### config.mk
export PLATFORM = sky130hd
export DESIGN_NAME = pcm_channel_map_linear_resampler
export DESIGN_NICKNAME = d
export VERILOG_FILES = /design/src/rtl/pcm_lrs_pkg.sv /design/src/rtl/pcm_channel_map_linear_resampler.sv /design/src/rtl/pcm_lrs_lerp.sv
export VERILOG_INCLUDE_DIRS = /design/src /design/src/rtl
export SDC_FILE = /design/constraint.sdc
export NUM_CORES = 1
export LEC_CHECK = 0
export BUFFER_PORTS_ARGS = -buffer_cell sky130_fd_sc_hd__buf_4
export CAP_MARGIN = 30
export CORE_ASPECT_RATIO = 1.75
export CORE_UTILIZATION = 45
export CTS_CLUSTER_SIZE = 20
export DETAILED_ROUTE_END_ITERATION = 10
export PLACE_DENSITY_LB_ADDON = 0.1
export SLEW_MARGIN = 40
export SYNTH_ARGS = -nofsm -noshare
export SYNTH_HDL_FRONTEND = slang
export SYNTH_SLANG_ARGS = --single-unit
### constraint.sdc
create_clock -name i_clk -period 16.3 [get_ports i_clk]
set_input_delay 3.26 -clock i_clk [delete_from_list [all_inputs] [get_ports i_clk]]
set_output_delay 3.26 -clock i_clk [all_outputs]
set_load 0.05 [all_outputs]
### src/rtl/assert_macros.svh
// Assertion macros used by the RTL of the PCM resampler.
// Depends on nothing; each macro samples on i_clk and is off while i_rst_n is low.
`ifndef ASSERT_MACROS_SVH
`define ASSERT_MACROS_SVH

// Same-cycle implication
`define ASSERT_NOW(lbl, ante, cons, msg) \
    lbl: assert property (@(posedge i_clk) disable iff (!i_rst_n) (ante) |-> (cons)) \
        else $error(msg);

// Next-cycle implication
`define ASSERT_NEXT(lbl, ante, cons, msg) \
    lbl: assert property (@(posedge i_clk) disable iff (!i_rst_n) (ante) |=> (cons)) \
        else $error(msg);

`endif

### src/rtl/pcm_lrs_pkg.sv
// Package for the PCM channel map and linear resampler.
// Holds the sequencer state type and the configuration register indexes; no dependencies.
package pcm_lrs_pkg;

    // Configuration register index
    localparam int CFG_IDX_W = 2;
    localparam logic [CFG_IDX_W-1:0] CFG_IN_STEREO  = 2'd0;
    localparam logic [CFG_IDX_W-1:0] CFG_OUT_STEREO = 2'd1;
    localparam logic [CFG_IDX_W-1:0] CFG_PHASE_INC  = 2'd2;

    // Sequencer states
    typedef enum logic [2:0] {
        S_IDLE,
        S_CHECK,
        S_ISSUE_L,
        S_ISSUE_R,
        S_CAP_L,
        S_EMIT
    } t_state;

endpackage

### src/rtl/pcm_channel_map_linear_resampler.sv
// Each result word passes CHECK, ISSUE_L, ISSUE_R, CAP_L and EMIT, using one shared multiplier
// (used for left then right, two pipeline stages); EMIT waits while the output register holds a
// stalled word. Up to 16 results per input word.
// The input stalls for the whole item; the output register lets the next word in early.
// Reset (synchronous, active low) clears config to mono/mono/1.0 and empties the stream.
module pcm_channel_map_linear_resampler #(
    parameter int SAMPLE_BITS = 16,
    parameter int FRAC_BITS   = 16
) (
    input  logic                                 i_clk,
    input  logic                                 i_rst_n,
    // configuration write port
    input  logic                                 i_cfg_we,
    input  logic [pcm_lrs_pkg::CFG_IDX_W-1:0]    i_cfg_idx,
    input  logic [FRAC_BITS+3:0]                 i_cfg_data,
    // input channel
    input  logic                                 i_in_valid,
    output logic                                 o_in_stall,
    input  logic signed [SAMPLE_BITS-1:0]        i_left_sample,
    input  logic signed [SAMPLE_BITS-1:0]        i_right_sample,
    input  logic                                 i_last_frame,
    // output channel
    output logic                                 o_out_valid,
    input  logic                                 i_out_stall,
    output logic signed [SAMPLE_BITS-1:0]        o_out_left,
    output logic signed [SAMPLE_BITS-1:0]        o_out_right,
    output logic                                 o_run_last,
    output logic                                 o_stream_end
);

    import pcm_lrs_pkg::*;

    `include "assert_macros.svh"

    localparam int SB = SAMPLE_BITS;
    localparam int F  = FRAC_BITS;
    localparam int IW = F + 4;
    localparam int PW = F + 5;

    localparam logic [PW-1:0] ONE_POS = {{(PW-1){1'b0}}, 1'b1} << F;
    localparam logic [PW-1:0] TWO_POS = {{(PW-1){1'b0}}, 1'b1} << (F + 1);
    localparam logic [IW-1:0] INC_MIN = {{(IW-1){1'b0}}, 1'b1} << (F - 3);
    localparam logic [IW-1:0] INC_MAX = {{(IW-1){1'b0}}, 1'b1} << (F + 3);
    localparam logic [IW-1:0] INC_RST = {{(IW-1){1'b0}}, 1'b1} << F;

    // configuration
    logic              r_in_stereo;
    logic              r_out_stereo;
    logic [IW-1:0]     r_inc_cfg;

    // sequencer and stream state
    t_state            r_state, n_state;
    logic              r_have_prev, n_have_prev;
    logic [PW-1:0]     r_pos, n_pos;
    logic signed [SB-1:0] r_prev_l, n_prev_l, r_prev_r, n_prev_r;
    logic signed [SB-1:0] r_cur_l, n_cur_l, r_cur_r, n_cur_r;
    logic              r_last, n_last;
    logic              r_flush, n_flush;
    logic [IW-1:0]     r_inc, n_inc;
    logic signed [SB-1:0] r_res_l, n_res_l;

    // output register
    logic              r_out_vld, n_out_vld;
    logic signed [SB-1:0] r_out_l, n_out_l, r_out_r, n_out_r;
    logic              r_out_rl, n_out_rl;
    logic              r_out_se, n_out_se;

    // datapath helpers
    logic              in_acc;
    logic [SB:0]       sum_lr;
    logic [SB:0]       sum_adj;
    logic signed [SB-1:0] map_l, map_r;
    logic [IW-1:0]     inc_clamp;
    logic [PW-1:0]     nxt_pos;
    logic              fin;
    logic              lu_vld;
    logic signed [SB-1:0] lu_a, lu_b, lu_res;

    // Config writes
    always_ff @(posedge i_clk) begin
        if (!i_rst_n) begin
            r_in_stereo  <= 1'b0;
            r_out_stereo <= 1'b0;
            r_inc_cfg    <= INC_RST;
        end else if (i_cfg_we) begin
            unique case (i_cfg_idx)
                CFG_IN_STEREO:  r_in_stereo  <= i_cfg_data[0];
                CFG_OUT_STEREO: r_out_stereo <= i_cfg_data[0];
                CFG_PHASE_INC:  r_inc_cfg    <= i_cfg_data;
                default: ;
            endcase
        end
    end

    assign in_acc     = i_in_valid && !o_in_stall;
    assign o_in_stall = (r_state != S_IDLE);

    // Channel map: stereo to mono halves the sum toward zero
    assign sum_lr  = {i_left_sample[SB-1], i_left_sample}
                   + {i_right_sample[SB-1], i_right_sample};
    assign sum_adj = sum_lr + {{SB{1'b0}}, sum_lr[SB]};

    always_comb begin
        if (r_in_stereo) begin
            if (r_out_stereo) begin
                map_l = i_left_sample;
                map_r = i_right_sample;
            end else begin
                map_l = sum_adj[SB:1];
                map_r = '0;
            end
        end else begin
            map_l = i_left_sample;
            map_r = r_out_stereo ? i_left_sample : '0;
        end
    end

    // Clamp the increment to [1/8, 8] frames
    always_comb begin
        if (r_inc_cfg < INC_MIN) begin
            inc_clamp = INC_MIN;
        end else if (r_inc_cfg > INC_MAX) begin
            inc_clamp = INC_MAX;
        end else begin
            inc_clamp = r_inc_cfg;
        end
    end

    // Next position and whether this word ends the item
    assign nxt_pos = r_pos + {1'b0, r_inc};
    assign fin     = r_flush ? (nxt_pos >= ONE_POS)
                             : ((nxt_pos >= ONE_POS) && (!r_last || (nxt_pos >= TWO_POS)));

    // Shared unit operands: left in ISSUE_L, right in ISSUE_R
    assign lu_vld = (r_state == S_ISSUE_L) || (r_state == S_ISSUE_R);
    assign lu_a   = (r_state == S_ISSUE_R) ? r_prev_r : r_prev_l;
    assign lu_b   = (r_state == S_ISSUE_R) ? r_cur_r  : r_cur_l;

    pcm_lrs_lerp #(
        .SAMPLE_BITS(SAMPLE_BITS),
        .FRAC_BITS  (FRAC_BITS)
    ) u_lerp (
        .i_clk  (i_clk),
        .i_rst_n(i_rst_n),
        .i_vld  (lu_vld),
        .i_a    (lu_a),
        .i_b    (lu_b),
        .i_frac (r_pos[F-1:0]),
        .o_res  (lu_res)
    );

    // Sequencer state register
    always_ff @(posedge i_clk) begin
        if (!i_rst_n) begin
            r_state     <= S_IDLE;
            r_have_prev <= 1'b0;
            r_pos       <= '0;
            r_prev_l    <= '0;
            r_prev_r    <= '0;
            r_flush     <= 1'b0;
            r_out_vld   <= 1'b0;
        end else begin
            r_state     <= n_state;
            r_have_prev <= n_have_prev;
            r_pos       <= n_pos;
            r_prev_l    <= n_prev_l;
            r_prev_r    <= n_prev_r;
            r_flush     <= n_flush;
            r_out_vld   <= n_out_vld;
        end
    end

    // Payload registers
    always_ff @(posedge i_clk) begin
        r_cur_l  <= n_cur_l;
        r_cur_r  <= n_cur_r;
        r_last   <= n_last;
        r_inc    <= n_inc;
        r_res_l  <= n_res_l;
        r_out_l  <= n_out_l;
        r_out_r  <= n_out_r;
        r_out_rl <= n_out_rl;
        r_out_se <= n_out_se;
    end

    // Next state and datapath control
    always_comb begin
        n_state     = r_state;
        n_have_prev = r_have_prev;
        n_pos       = r_pos;
        n_prev_l    = r_prev_l;
        n_prev_r    = r_prev_r;
        n_cur_l     = r_cur_l;
        n_cur_r     = r_cur_r;
        n_last      = r_last;
        n_flush     = r_flush;
        n_inc       = r_inc;
        n_res_l     = r_res_l;
        n_out_vld   = r_out_vld;
        n_out_l     = r_out_l;
        n_out_r     = r_out_r;
        n_out_rl    = r_out_rl;
        n_out_se    = r_out_se;

        // drop the output word once taken
        if (r_out_vld && !i_out_stall) begin
            n_out_vld = 1'b0;
        end

        unique case (r_state)
            S_IDLE: begin
                if (in_acc) begin
                    n_cur_l = map_l;
                    n_cur_r = map_r;
                    n_last  = i_last_frame;
                    n_inc   = inc_clamp;
                    n_flush = 1'b0;
                    if (!r_have_prev) begin
                        // first frame: store it, flush only if it also ends the stream
                        n_have_prev = 1'b1;
                        n_pos       = '0;
                        n_prev_l    = map_l;
                        n_prev_r    = map_r;
                        if (i_last_frame) begin
                            n_flush = 1'b1;
                            n_state = S_CHECK;
                        end
                    end else begin
                        n_state = S_CHECK;
                    end
                end
            end
            S_CHECK: begin
                if (r_pos < ONE_POS) begin
                    n_state = S_ISSUE_L;
                end else if (!r_flush) begin
                    // interpolation done: advance to the current frame
                    n_pos    = r_pos - ONE_POS;
                    n_prev_l = r_cur_l;
                    n_prev_r = r_cur_r;
                    if (r_last) begin
                        n_flush = 1'b1;
                    end else begin
                        n_state = S_IDLE;
                    end
                end else begin
                    // flush done: restart the stream
                    n_have_prev = 1'b0;
                    n_pos       = '0;
                    n_prev_l    = '0;
                    n_prev_r    = '0;
                    n_flush     = 1'b0;
                    n_state     = S_IDLE;
                end
            end
            S_ISSUE_L: begin
                n_state = S_ISSUE_R;
            end
            S_ISSUE_R: begin
                n_state = S_CAP_L;
            end
            S_CAP_L: begin
                n_res_l = lu_res;
                n_state = S_EMIT;
            end
            S_EMIT: begin
                // hold until the output register is free
                if (!r_out_vld || !i_out_stall) begin
                    n_out_vld = 1'b1;
                    n_out_l   = r_res_l;
                    n_out_r   = r_out_stereo ? lu_res : '0;
                    n_out_rl  = fin;
                    n_out_se  = fin && r_last;
                    n_pos     = nxt_pos;
                    n_state   = S_CHECK;
                end
            end
            default: begin
                n_state = S_IDLE;
            end
        endcase
    end

    assign o_out_valid  = r_out_vld;
    assign o_out_left   = r_out_l;
    assign o_out_right  = r_out_r;
    assign o_run_last   = r_out_rl;
    assign o_stream_end = r_out_se;

    // Checks
    `ASSERT_NOW(a_frac_in_range, (r_state == S_ISSUE_L || r_state == S_ISSUE_R),
                (r_pos < ONE_POS), "interpolation issued at a whole-frame position")
    `ASSERT_NOW(a_end_is_run_last, (r_out_vld && r_out_se), r_out_rl,
                "stream end without run last")
    `ASSERT_NOW(a_fresh_stream_pos, (in_acc && !r_have_prev), (r_pos == '0),
                "new stream starts at a nonzero position")
    `ASSERT_NEXT(a_flush_restarts, (r_state == S_CHECK && r_flush && r_pos >= ONE_POS),
                 (r_state == S_IDLE && !r_have_prev), "flush end did not restart the stream")

endmodule

### src/rtl/pcm_lrs_lerp.sv
// Shared two-stage interpolation unit: a + frac * (b - a), truncated toward zero.
// Stage one holds the product, stage two the scaled sum; no package dependency.
module pcm_lrs_lerp #(
    parameter int SAMPLE_BITS = 16,
    parameter int FRAC_BITS   = 16
) (
    input  logic                          i_clk,
    input  logic                          i_rst_n,
    input  logic                          i_vld,
    input  logic signed [SAMPLE_BITS-1:0] i_a,
    input  logic signed [SAMPLE_BITS-1:0] i_b,
    input  logic        [FRAC_BITS-1:0]   i_frac,
    output logic signed [SAMPLE_BITS-1:0] o_res
);

    localparam int SB = SAMPLE_BITS;
    localparam int F  = FRAC_BITS;
    localparam int NW = SB + F + 2;

    logic signed [SB:0]    diff;
    logic signed [F:0]     frac_s;
    logic signed [NW-1:0]  n_prod;
    logic signed [NW-1:0]  r_prod;
    logic signed [SB-1:0]  r_a;
    logic                  r_s1_vld;
    logic signed [NW-1:0]  num;
    logic        [NW-1:0]  bias;
    logic        [NW-1:0]  adj;
    logic signed [SB-1:0]  r_res;

    // Stage one: difference times fraction
    assign diff   = {i_b[SB-1], i_b} - {i_a[SB-1], i_a};
    assign frac_s = {1'b0, i_frac};
    assign n_prod = diff * frac_s;

    always_ff @(posedge i_clk) begin
        if (!i_rst_n) begin
            r_s1_vld <= 1'b0;
        end else begin
            r_s1_vld <= i_vld;
        end
    end

    always_ff @(posedge i_clk) begin
        if (i_vld) begin
            r_prod <= n_prod;
            r_a    <= i_a;
        end
    end

    // Stage two: add the scaled base, bias negatives so the shift truncates toward zero
    assign num  = {{2{r_a[SB-1]}}, r_a, {F{1'b0}}} + r_prod;
    assign bias = {{(SB + 2){1'b0}}, {F{num[NW-1]}}};
    assign adj  = num + bias;

    always_ff @(posedge i_clk) begin
        if (r_s1_vld) begin
            r_res <= adj[F+SB-1:F];
        end
    end

    assign o_res = r_res;

endmodule

After elaboration in Yosys (flattened, before gate mapping)
Cells that the tools add are included.
W data, S select, Z words.
Storage, ports and cells
  register bits: 251
  input port bits: 60
  output and inout port bits: 36
  logic and storage cells: 125
Cells by class
  add/subtract/negate cells: 7
  multipliers: 1
  $lt $le $gt $ge: 5
  equal/unequal tests: 14
  mux-type cells: 47
  reduce and logical (&&, ||, !) cells: 27
Operator list (count)
  $mux W16: 15
  $mux W21: 5
  $pmux W16 S2: 2
  $pmux W21 S3: 1
  $add A34 B34 Y34: 1
  $mul A17 B17 Y34: 1
  $add A32 B16 Y32: 1
  $add A21 B20 Y21: 1
  $ge A21 B17 Y1 const B: 1
  $ge A21 B18 Y1 const B: 1
  $lt A21 B17 Y1 const B: 1
  $mux W3: 7
  $sub A21 B17 Y21 const B: 1
  $gt A20 B20 Y1 const B: 1
  $lt A20 B14 Y1 const B: 1
  $mux W20: 1
  $pmux W3 S6: 1
  $add A16 B16 Y17: 1
  $add A17 B1 Y17: 1
  $sub A16 B16 Y17: 1
  $mux W1: 13
  $reduce_and A4 Y1: 3
  $ne A2 B2 Y1 const B: 5
  $reduce_and A2 Y1: 5
  18 further kinds: 30

Depth between registers and ports, before layout
Gate-level depths: netlist of run 1.
  depth in word-level cells: 7
  depth in mapped cells: 39
  mapped depth without buffers: 37

Hierarchy
From an unflattened synthesis of run 1, not the netlist that was laid out.
Unflattened totals
  cell total of the unflattened synthesis: 2656
  area, all modules: 25308.0 um^2
Modules (own cells, without submodules)
  pcm_lrs_lerp: times used 1, cells an instance 1680, area each 15487.4 um^2, seq. area each 2001.9 um^2
  pcm_channel_map_linear_resampler: times used 1, cells an instance 976, area each 9820.7 um^2, seq. area each 4714.5 um^2

Least setup slack after synthesis of run 1
No wires, ideal clock.
  kind: reg-to-reg
  from: reg r_state[2]
  to: reg u_lerp.r_prod[32], data pin
  library setup time: 0.265 ns
  data arrival time: 11.386 ns
  required time: 16.035 ns
  slack: 4.649 ns
  cell stages (with the launch flop): 36
  path buffers: 3
  period minus slack after synthesis: 11.651 ns
  cell sequence: dfxtp_1 clkbuf_1 nor2_1 nand2_1 buf_1 mux2i_1 ha_1 nor2b_1 o21ai_0 a21boi_0 o21a_1 o21a_1 o2111ai_1 nand3_1 a211oi_1 clkbuf_1 o31ai_1 fa_1 fa_1 fa_1 inv_1 fa_1 fa_1 inv_1 fa_1 inv_1 ha_1 a21o_1 a21o_1 a21oi_1 o21ai_0 a221oi_1 a21boi_1 o31a_1 nor3b_1 or3_1
On the way
  longest elaborated chain between the ends: 4
  elaborated cells on any way between the ends: 5
  those cells by class: add/sub: 1; mul: 1; eq/ne: 1; mux: 2
RTL lines
  start: declaration: RTL line pcm_channel_map_linear_resampler.sv:52  | t_state r_state, n_state;
  start signal: assignment: RTL line pcm_channel_map_linear_resampler.sv:163  | r_state <= n_state;
  $eq A3 B2 Y1 *: RTL line pcm_channel_map_linear_resampler.sv:136, pcm_channel_map_linear_resampler.sv:137
  $mux W16 (on tied branches): RTL line pcm_channel_map_linear_resampler.sv:137, pcm_channel_map_linear_resampler.sv:136
  $sub A16 B16 Y17 *: RTL line pcm_lrs_lerp.sv:32  | assign diff = {i_b[SB-1], i_b} - {i_a[SB-1], i_a};
  $mul A17 B17 Y34 *: RTL line pcm_lrs_lerp.sv:34  | assign n_prod = diff * frac_s;
  named net u_lerp.n_prod[32]: RTL line pcm_lrs_lerp.sv:22  | logic signed [NW-1:0] n_prod;
  end signal: assignment: RTL line pcm_lrs_lerp.sv:46  | r_prod <= n_prod;
  end: declaration: RTL line pcm_lrs_lerp.sv:23  | logic signed [NW-1:0] r_prod;
Mark *: on every way through the listed nets, which the timed path passes. The rest lies on a longest branch.
A chain may end at the register's enable or synchronous reset.

Final worst setup path of run 1
  from: reg r_state[1]
  to: reg u_lerp.r_prod[32], data pin
On the way
  longest elaborated chain between the ends: 4
  elaborated cells on any way between the ends: 5
  those cells by class: add/sub: 1; mul: 1; eq/ne: 1; mux: 2
RTL lines
  $eq A3 B2 Y1: RTL line pcm_channel_map_linear_resampler.sv:136  | assign lu_a = (r_state == S_ISSUE_R) ? r_prev_r : r_prev_l;
  $mux W16: RTL line pcm_channel_map_linear_resampler.sv:136
  named net lu_a[0]: RTL line pcm_channel_map_linear_resampler.sv:77  | logic signed [SB-1:0] lu_a, lu_b, lu_res;
  $sub A16 B16 Y17: RTL line pcm_lrs_lerp.sv:32
  $mul A17 B17 Y34: RTL line pcm_lrs_lerp.sv:34
  named net u_lerp.n_prod[32]: RTL line pcm_lrs_lerp.sv:22
The timed path passes the listed nets, and every way through them passes these cells.

==> flow_summary_export.csv, run 1 <==
group,metric,value,unit
clock_network,cts_inserted_buffers,25,
timing,maxSlewHeadroom,0.420,
timing,hold_viol_final,0,
yosys,ys_types,76,
route,dr_total_vias,18741,
route,via_per_inst,5.58,
yosys,syn_area,0.0249,sq mm
power_and_ir_drop,p_leak,12.8,nW
global_route,grt_pass1_vias,20364,
clock_network,clk_pin_slew,0.07,ns
outcome,violations,"DRC",
placement,hpwlAfterDp,54400,microns
final_layout,layout.nets,3162,
clock_network,post_cts_resized,0,
floorplanning,design.die.area,0.0562,sq mm
timing,fin_crit,11.11,ns
worst_setup_path,rr_startpoint,"r_state[1]",
worst_setup_path,ff2ff_path_depth,36,
yosys,syn_inst,2595,
yosys,ys_seq_area_frac,0.270,
route,drtIter0Drc,919,
yosys,synth_ff_type,"edfxtp_1",
route,postRouteAntennaNets,0,
yosys,ys_ff_latch,251,
clock_network,clockBufferDepth,3,
hold_path,hold_end,"o_out_left[8]",
worst_setup_path,cp-start-kind,"flop",
floorplanning,start_util,0.457,
clock_network,h-tree-depth,1,
final_layout,mostFrequentLayoutCells,"inv_1 (395), fa_1 (277), nand2_1 (256), ha_1 (174), edfxtp_1 (169)",
timing,slew_violations,0,
placement,port_buffers,95,
hold_path,hp-class,"reg2reg",
worst_setup_path,r2r_end,"u_lerp.r_prod[32]",
yosys,synth_edf_count,169,
worst_setup_path,crit_required,16.60,ns
floorplanning,dieWidth,180,microns
outcome,status,"finished with violations",
worst_setup_path,critical_path.max_fanout,52,
timing,fin_worst_skew,0.0204,ns
timing,fmax,90.0,MHz
final_layout,drive_above_1_share,0.0865,
floorplanning,rows,113,
worst_setup_path,slowest_delay,0.69,ns
global_route,gr-total-overflow,0,
clock_network,cts_hold_buf,0,
route,route.detailed.drc,7,
timing,period_share,0.682,
worst_setup_path,end_kind,"flop",
global_route,antenna_found_initial,1,
yosys,synth_warnings,0,
yosys,synth_area_per_cell,9.58,sq um
yosys,ys_async_sr_fraction,0,
timing,tightest_slew,0.861,ns
floorplanning,die_y,313,microns
timing,worst_slack,5.19,ns
hold_path,worstHoldStart,"r_res_l[8]",
worst_setup_path,crit_type,"reg2reg",
timing,finalSetupViolations,0,
timing,tns,0,ns
global_route,grt_pass1_wl,108000,microns
clock_network,root_buffer,"clkbuf_16",
floorplanning,ioPinCount,96,
clock_network,clk_latency,0.57,ns
placement,gp_congestion,0.904,
placement,place_ws,4.86,ns
timing,rsz0062_at_grt,"no",
route,route.final.wire_length,68000,microns
clock_network,cts_sinks,251,
route,routedWlPerCell,20.3,microns
clock_network,cts_setup_buffers,0,
final_layout,final_common_cell,"inv_1",
yosys,syn_nets,3106,
global_route,grt_max_degree,84,
worst_setup_path,r2r_slack,5.19,ns
run,maxCapViolations,0,
global_route,grt_usage,0.250,
floorplanning,fp.coreArea,0.0544,sq mm
final_layout,antenna_cells,0,
route,firstDrtPassIters,8,
clock_network,cts_tree,"done",
final_layout,syn2layout_area_growth,9.83,%
power_and_ir_drop,power.density,69.0,mW/mm^2
worst_setup_path,cpMaxStageDelayCell,"fa_1",
power_and_ir_drop,vdd.ir_drop.worst,0.0000740,V
hold_path,min_path_cells,0,
worst_setup_path,worst_path_most_repeated_cell,"fa_1",
worst_setup_path,critical_path_arrival,11.41,ns
worst max-delay path by stage:
stage / start / end / slack (ns) / cells after the start
final: r_state[1] / u_lerp.r_prod[32] / 5.19 / 36
after CTS: r_state[1] / u_lerp.r_prod[32] / 4.83 / 38
after global placement: r_state[1] / u_lerp.r_prod[32] / 5.11 / 38
after global routing: r_state[1] / u_lerp.r_prod[32] / 4.35 / 36
after detailed placement: r_state[1] / u_lerp.r_prod[32] / 4.86 / 38
after floorplan: r_state[2] / u_lerp.r_prod[32] / 4.65 / 35
Yosys cell counts (71+ instances only):
library cell | count | area share
inv_1 | 395 | 0.060
ha_1 | 174 | 0.088
and2_1 | 141 | 0.035
dfxtp_1 | 82 | 0.066
edfxtp_1 | 169 | 0.20
fa_1 | 277 | 0.22
a21oi_1 | 114 | 0.023
xnor2_1 | 82 | 0.029
nand2_1 | 256 | 0.039
o21ai_0 | 71 | 0.014
clkbuf_1 | 95 | 0.014
nor2_1 | 91 | 0.014
stage by stage:
| stage | hold WS, ns | instance area (sq um) | power [W] | util | std cells |
|---|---|---|---|---|---|
| 2_1_floorplan | 0.400 | 24900 | 0.00109 | - | 2595 |
| 3_3_place_gp | 0.402 | 26400 | 0.00129 | 0.486 | 3313 |
| 3_5_place_dp | 0.405 | 26500 | 0.00131 | 0.486 | 3313 |
| 4_1_cts | 0.416 | 27300 | 0.00190 | 0.501 | 3358 |
| 5_1_grt | 0.421 | 27300 | 0.00197 | 0.502 | 3359 |
| 6_report | 0.419 | 27300 | 0.00188 | 0.502 | 3359 |
cell type report:
| class | count | area (sq um) |
|---|---|---|
| clock buffers | 30 | 664 |
| clock inverters | 15 | 161 |
| fillers | 5064 | 27100 |
| inverters | 396 | 1490 |
| multi-input cells | 1843 | 16400 |
| flip-flops and latches | 251 | 6720 |
| well taps | 690 | 863 |
| repair buffers | 134 | 1010 |
cells by family (layout without fill, tap and decap cells):
kind of cell	after synthesis	after routing	share of synthesized area
flops	251	251	0.270
xor+xnor	113	113	0.0398
mux	53	53	0.0222
fa+ha+maj	454	454	0.312
simple gates	790	790	0.163
buf+inv	501	575	0.0759
compound gates	433	433	0.118
state kept, by name, summed over array words and instances, names as in the netlist, 20 cells and up:
signal / flops
r_pos: 21
r_inc: 20
r_inc_cfg: 20
u_lerp.r_prod: 34
report_power, final:
group,internal [W],total [W],switching [W]
combinational,0.000174,0.000547,0.000373
sequential,0.000726,0.000747,0.0000216
clock,0.000327,0.000590,0.000262
total,0.00123,0.00188,0.000657
worst max-delay path: cells and delay by family (launching register included):
family	cells	cell delay, ns
xor+xnor	2	0.77
buf+inv	6	1.19
fa+ha+maj	8	3.83
mux	2	0.72
flops	1	0.43
simple gates	8	1.55
compound gates	10	2.31
metal layers:
metal | wire length (microns) | track usage | up-vias
met5 | 11 | 0 | -
met4 | 4370 | 0.147 | 2
met3 | 2160 | 0.0198 | 206
met2 | 38400 | 0.506 | 469
met1 | 23100 | 0.243 | 9316
li1 | - | - | 8748
No activity file was read; power rests on OpenSTA's default activity.
==> run 2, diff against run 1 <==
--- a/config.mk
+++ b/config.mk
@@ -6,6 +6,7 @@
 export SDC_FILE = /design/constraint.sdc
 export NUM_CORES = 1
 export LEC_CHECK = 0
+export ABC_AREA = 1
 export BUFFER_PORTS_ARGS = -buffer_cell sky130_fd_sc_hd__buf_4
 export CAP_MARGIN = 30
 export CORE_ASPECT_RATIO = 1.75
==> constraint.sdc (replaced) <==
create_clock -name i_clk -period 10.5 [get_ports i_clk]
set_input_delay 2.1 -clock i_clk [delete_from_list [all_inputs] [get_ports i_clk]]
set_output_delay 2.1 -clock i_clk [all_outputs]
set_load 0.05 [all_outputs]
==> run 2 against run 1 <==
  * The run now ends clean
  * Power increased to 3.3 times the previous value
  * Worst hold slack improved by 0.0031 ns
  * First-iteration DRC count decreased by 7.0%
  * Non-clock buffer count decreased by 16
  * Cell count increased by 14%
  * Via count increased by 6.1%
  * Sequential share of layout area decreased by 0.37 points
  * Wire length increased by 5.8%
  * Design area increased by 1.5%
  * Clock-buffer cell count increased by 4
  * Combinational power increased to 6.7 times the previous value
  * Critical endpoint is now u_lerp.r_prod[33]
  * Largest cell class unchanged
==> flow_summary_export.csv, run 2 <==
group,metric,value,unit
power_and_ir_drop,total_power,0.00617,W
timing,slew_violations,0,
timing,fin_worst_skew,0.0423,ns
final_layout,syn2layout_area_growth,9.33,%
global_route,grt_usage,0.256,
timing,tightest_slew,0.808,ns
worst_setup_path,critical_path_arrival,10.07,ns
yosys,yosys-top-cells-count,"inv_1 (624), nand2_1 (511), nor2_1 (286)",
timing,hold_slack,0.422,ns
timing,maxSlewHeadroom,0.461,
clock_network,cts_sinks,251,
placement,place_inst,3780,
placement,hpwlAfterDp,60700,microns
timing,hold_viol_final,0,
worst_setup_path,worst_path_most_repeated_cell,"inv_1",
clock_network,cts_inserted_buffers,27,
route,via_per_inst,5.19,
yosys,ys_seq_area_frac,0.265,
yosys,ys_types,66,
floorplanning,dieWidth,181,microns
worst_setup_path,cpMaxStageDelayCell,"fa_1",
yosys,synth_warnings,0,
yosys,ys_ff_latch,251,
route,dr_total_vias,19888,
hold_path,hp-class,"reg2reg",
worst_setup_path,crit_required,10.81,ns
route,drtIter0Drc,855,
final_layout,final_common_cell,"inv_1",
yosys,netlist.area_leader.share,0.219,
clock_network,cts_setup_buffers,0,
timing,tns,0,ns
yosys,yosysMostFrequentCell,"inv_1",
yosys,synth_ff_type,"edfxtp_1",
worst_setup_path,crit_type,"reg2reg",
global_route,gr-total-overflow,0,
floorplanning,rows,114,
yosys,ys_async_sr_fraction,0,
worst_setup_path,cp-start-kind,"flop",
worst_setup_path,end_kind,"flop",
clock_network,h-tree-depth,1,
timing,finalSetupViolations,0,
global_route,grt_pass1_vias,21255,
power_and_ir_drop,power.density,223,mW/mm^2
placement,gp_congestion,0.964,
final_layout,layout.nets,3624,
clock_network,post_cts_resized,0,
global_route,antenna_found_initial,1,
floorplanning,die_y,316,microns
route,route.final.wire_length,72000,microns
outcome,status,"finished, final reports clean",
yosys,synth_area_per_cell,8.36,sq um
global_route,grt_pass1_wl,112000,microns
yosys,synthTopCellsByArea,"fa_1 (22%), edfxtp_1 (20%), inv_1 (9.2%)",
run,maxCapViolations,0,
route,routedWlPerCell,18.8,microns
placement,port_buffers,95,
final_layout,stdcell_count,3830,
final_layout,reg_top3,"u_lerp.r_prod x34, r_pos x21",
final_layout,largest_reg_flops,34,
timing,fin_crit,9.77,ns
floorplanning,design.die.area,0.0573,sq mm
timing,rsz0062_at_grt,"no",
yosys,syn_inst,3033,
clock_network,cts_hold_buf,0,
yosys,yosys.area.top_type,"fa_1",
final_layout,drive_above_1_share,0.101,
floorplanning,ioPinCount,96,
yosys,synth_edf_count,169,
yosys,syn_area,0.0254,sq mm
clock_network,clockBufferDepth,3,
worst_setup_path,slowest_delay,0.84,ns
route,firstDrtPassIters,5,
clock_network,clk_latency,0.59,ns
final_layout,mostFrequentLayoutCells,"inv_1 (624), nand2_1 (510), nor2_1 (284), fa_1 (277), a21oi_1 (189)",
worst_setup_path,critical_path.max_fanout,42,
route,postRouteAntennaNets,0,
route,route.detailed.drc,0,
final_layout,regMostFlops,"u_lerp.r_prod",
yosys,syn_nets,3544,
timing,fmax,102,MHz
floorplanning,fp.coreArea,0.0555,sq mm
clock_network,cts_tree,"done",
power_and_ir_drop,p_leak,13.6,nW
floorplanning,start_util,0.457,
clock_network,clk_pin_slew,0.06,ns
timing,period_share,0.930,
placement,place_ws,0.675,ns
global_route,grt_max_degree,55,
timing,worst_slack,0.732,ns
power_and_ir_drop,vdd.ir_drop.worst,0.000188,V
clock_network,root_buffer,"clkbuf_16",
## run 2: cell types whose count changed after synthesis, sizes merged, moves of 39 or more
cell,delta
a21o,-39
or2,+42
and2,-134
o21ai,+59
inv,+243
nor2,+210
nand3,+86
a21oi,+85
nand2,+278
and3,-39
xnor2,-54
clkbuf,-43
nor2b,-70
## run 2: where the power goes
| part | switching, W | total, W | leakage [nW] | internal (W) |
|---|---|---|---|---|
| clock | 0.000423 | 0.000957 | 0.420 | 0.000534 |
| sequential | 0.000145 | 0.00157 | 2.25 | 0.00142 |
| combinational | 0.00262 | 0.00364 | 10.9 | 0.00103 |
| total | 0.00318 | 0.00617 | 13.6 | 0.00299 |
## run 2: final cells by class
type | instances | area [sq um]
antenna | 1 | 2.50
clock buffer | 34 | 712
clock inverter | 15 | 153
fill | 5324 | 27800
inverter | 647 | 2440
multi-input combinational | 2068 | 15900
sequential | 251 | 6720
tap | 696 | 871
timing repair buffer | 118 | 898
## run 2: routing by layer
metal,global-route usage,part of all wire,up-vias
li1,-,-,9708
met5,0,0,-
met3,0.0194,0.031,196
met1,0.248,0.35,9485
met4,0.158,0.067,0
met2,0.516,0.55,499
## run 2: logic make-up (layout without fill, tap and decap cells)
family / Yosys count / count (layout) / synth area share
flip-flops: 251 / 251 / 0.265
other: 0 / 1 / 0
adder cells (fa/ha/maj): 451 / 451 / 0.305
AO/OA/AOI/OAI: 418 / 418 / 0.0933
multiplexers: 15 / 15 / 0.00661
AND/OR/NAND/NOR: 1090 / 1090 / 0.188
buffers and inverters: 714 / 814 / 0.108
XOR/XNOR: 94 / 94 / 0.0345
## run 2: critical path, delay by kind of cell, from the launching register on
family / cells / cell delay, ns
multiplexers: 1 / 0.39
adder cells (fa/ha/maj): 8 / 4.16
buffers and inverters: 9 / 1.09
XOR/XNOR: 1 / 0.07
AND/OR/NAND/NOR: 17 / 2.65
AO/OA/AOI/OAI: 2 / 0.74
flip-flops: 1 / 0.36
## run 2: through the flow
| stage | utilization | instance area (sq um) |
|---|---|---|
| finish | 0.500 | 27700 |
| CTS | 0.500 | 27700 |
| detailed placement | 0.484 | 26900 |
| global route | 0.500 | 27700 |
| floorplan | - | 25400 |
| global placement | 0.483 | 26800 |
## run 2: path summary, 6_finish.rpt
kind / from / end / slack [ns] / depth (start not counted)
setup / recovery: r_state[0] / u_lerp.r_prod[33] / 0.73 / 38
hold / removal: r_res_l[2] / o_out_left[2] / 0.42 / 0
setup reg to reg: r_state[0] / u_lerp.r_prod[33] / 0.73 / 38
hold reg to reg: r_res_l[2] / o_out_left[2] / 0.42 / 0
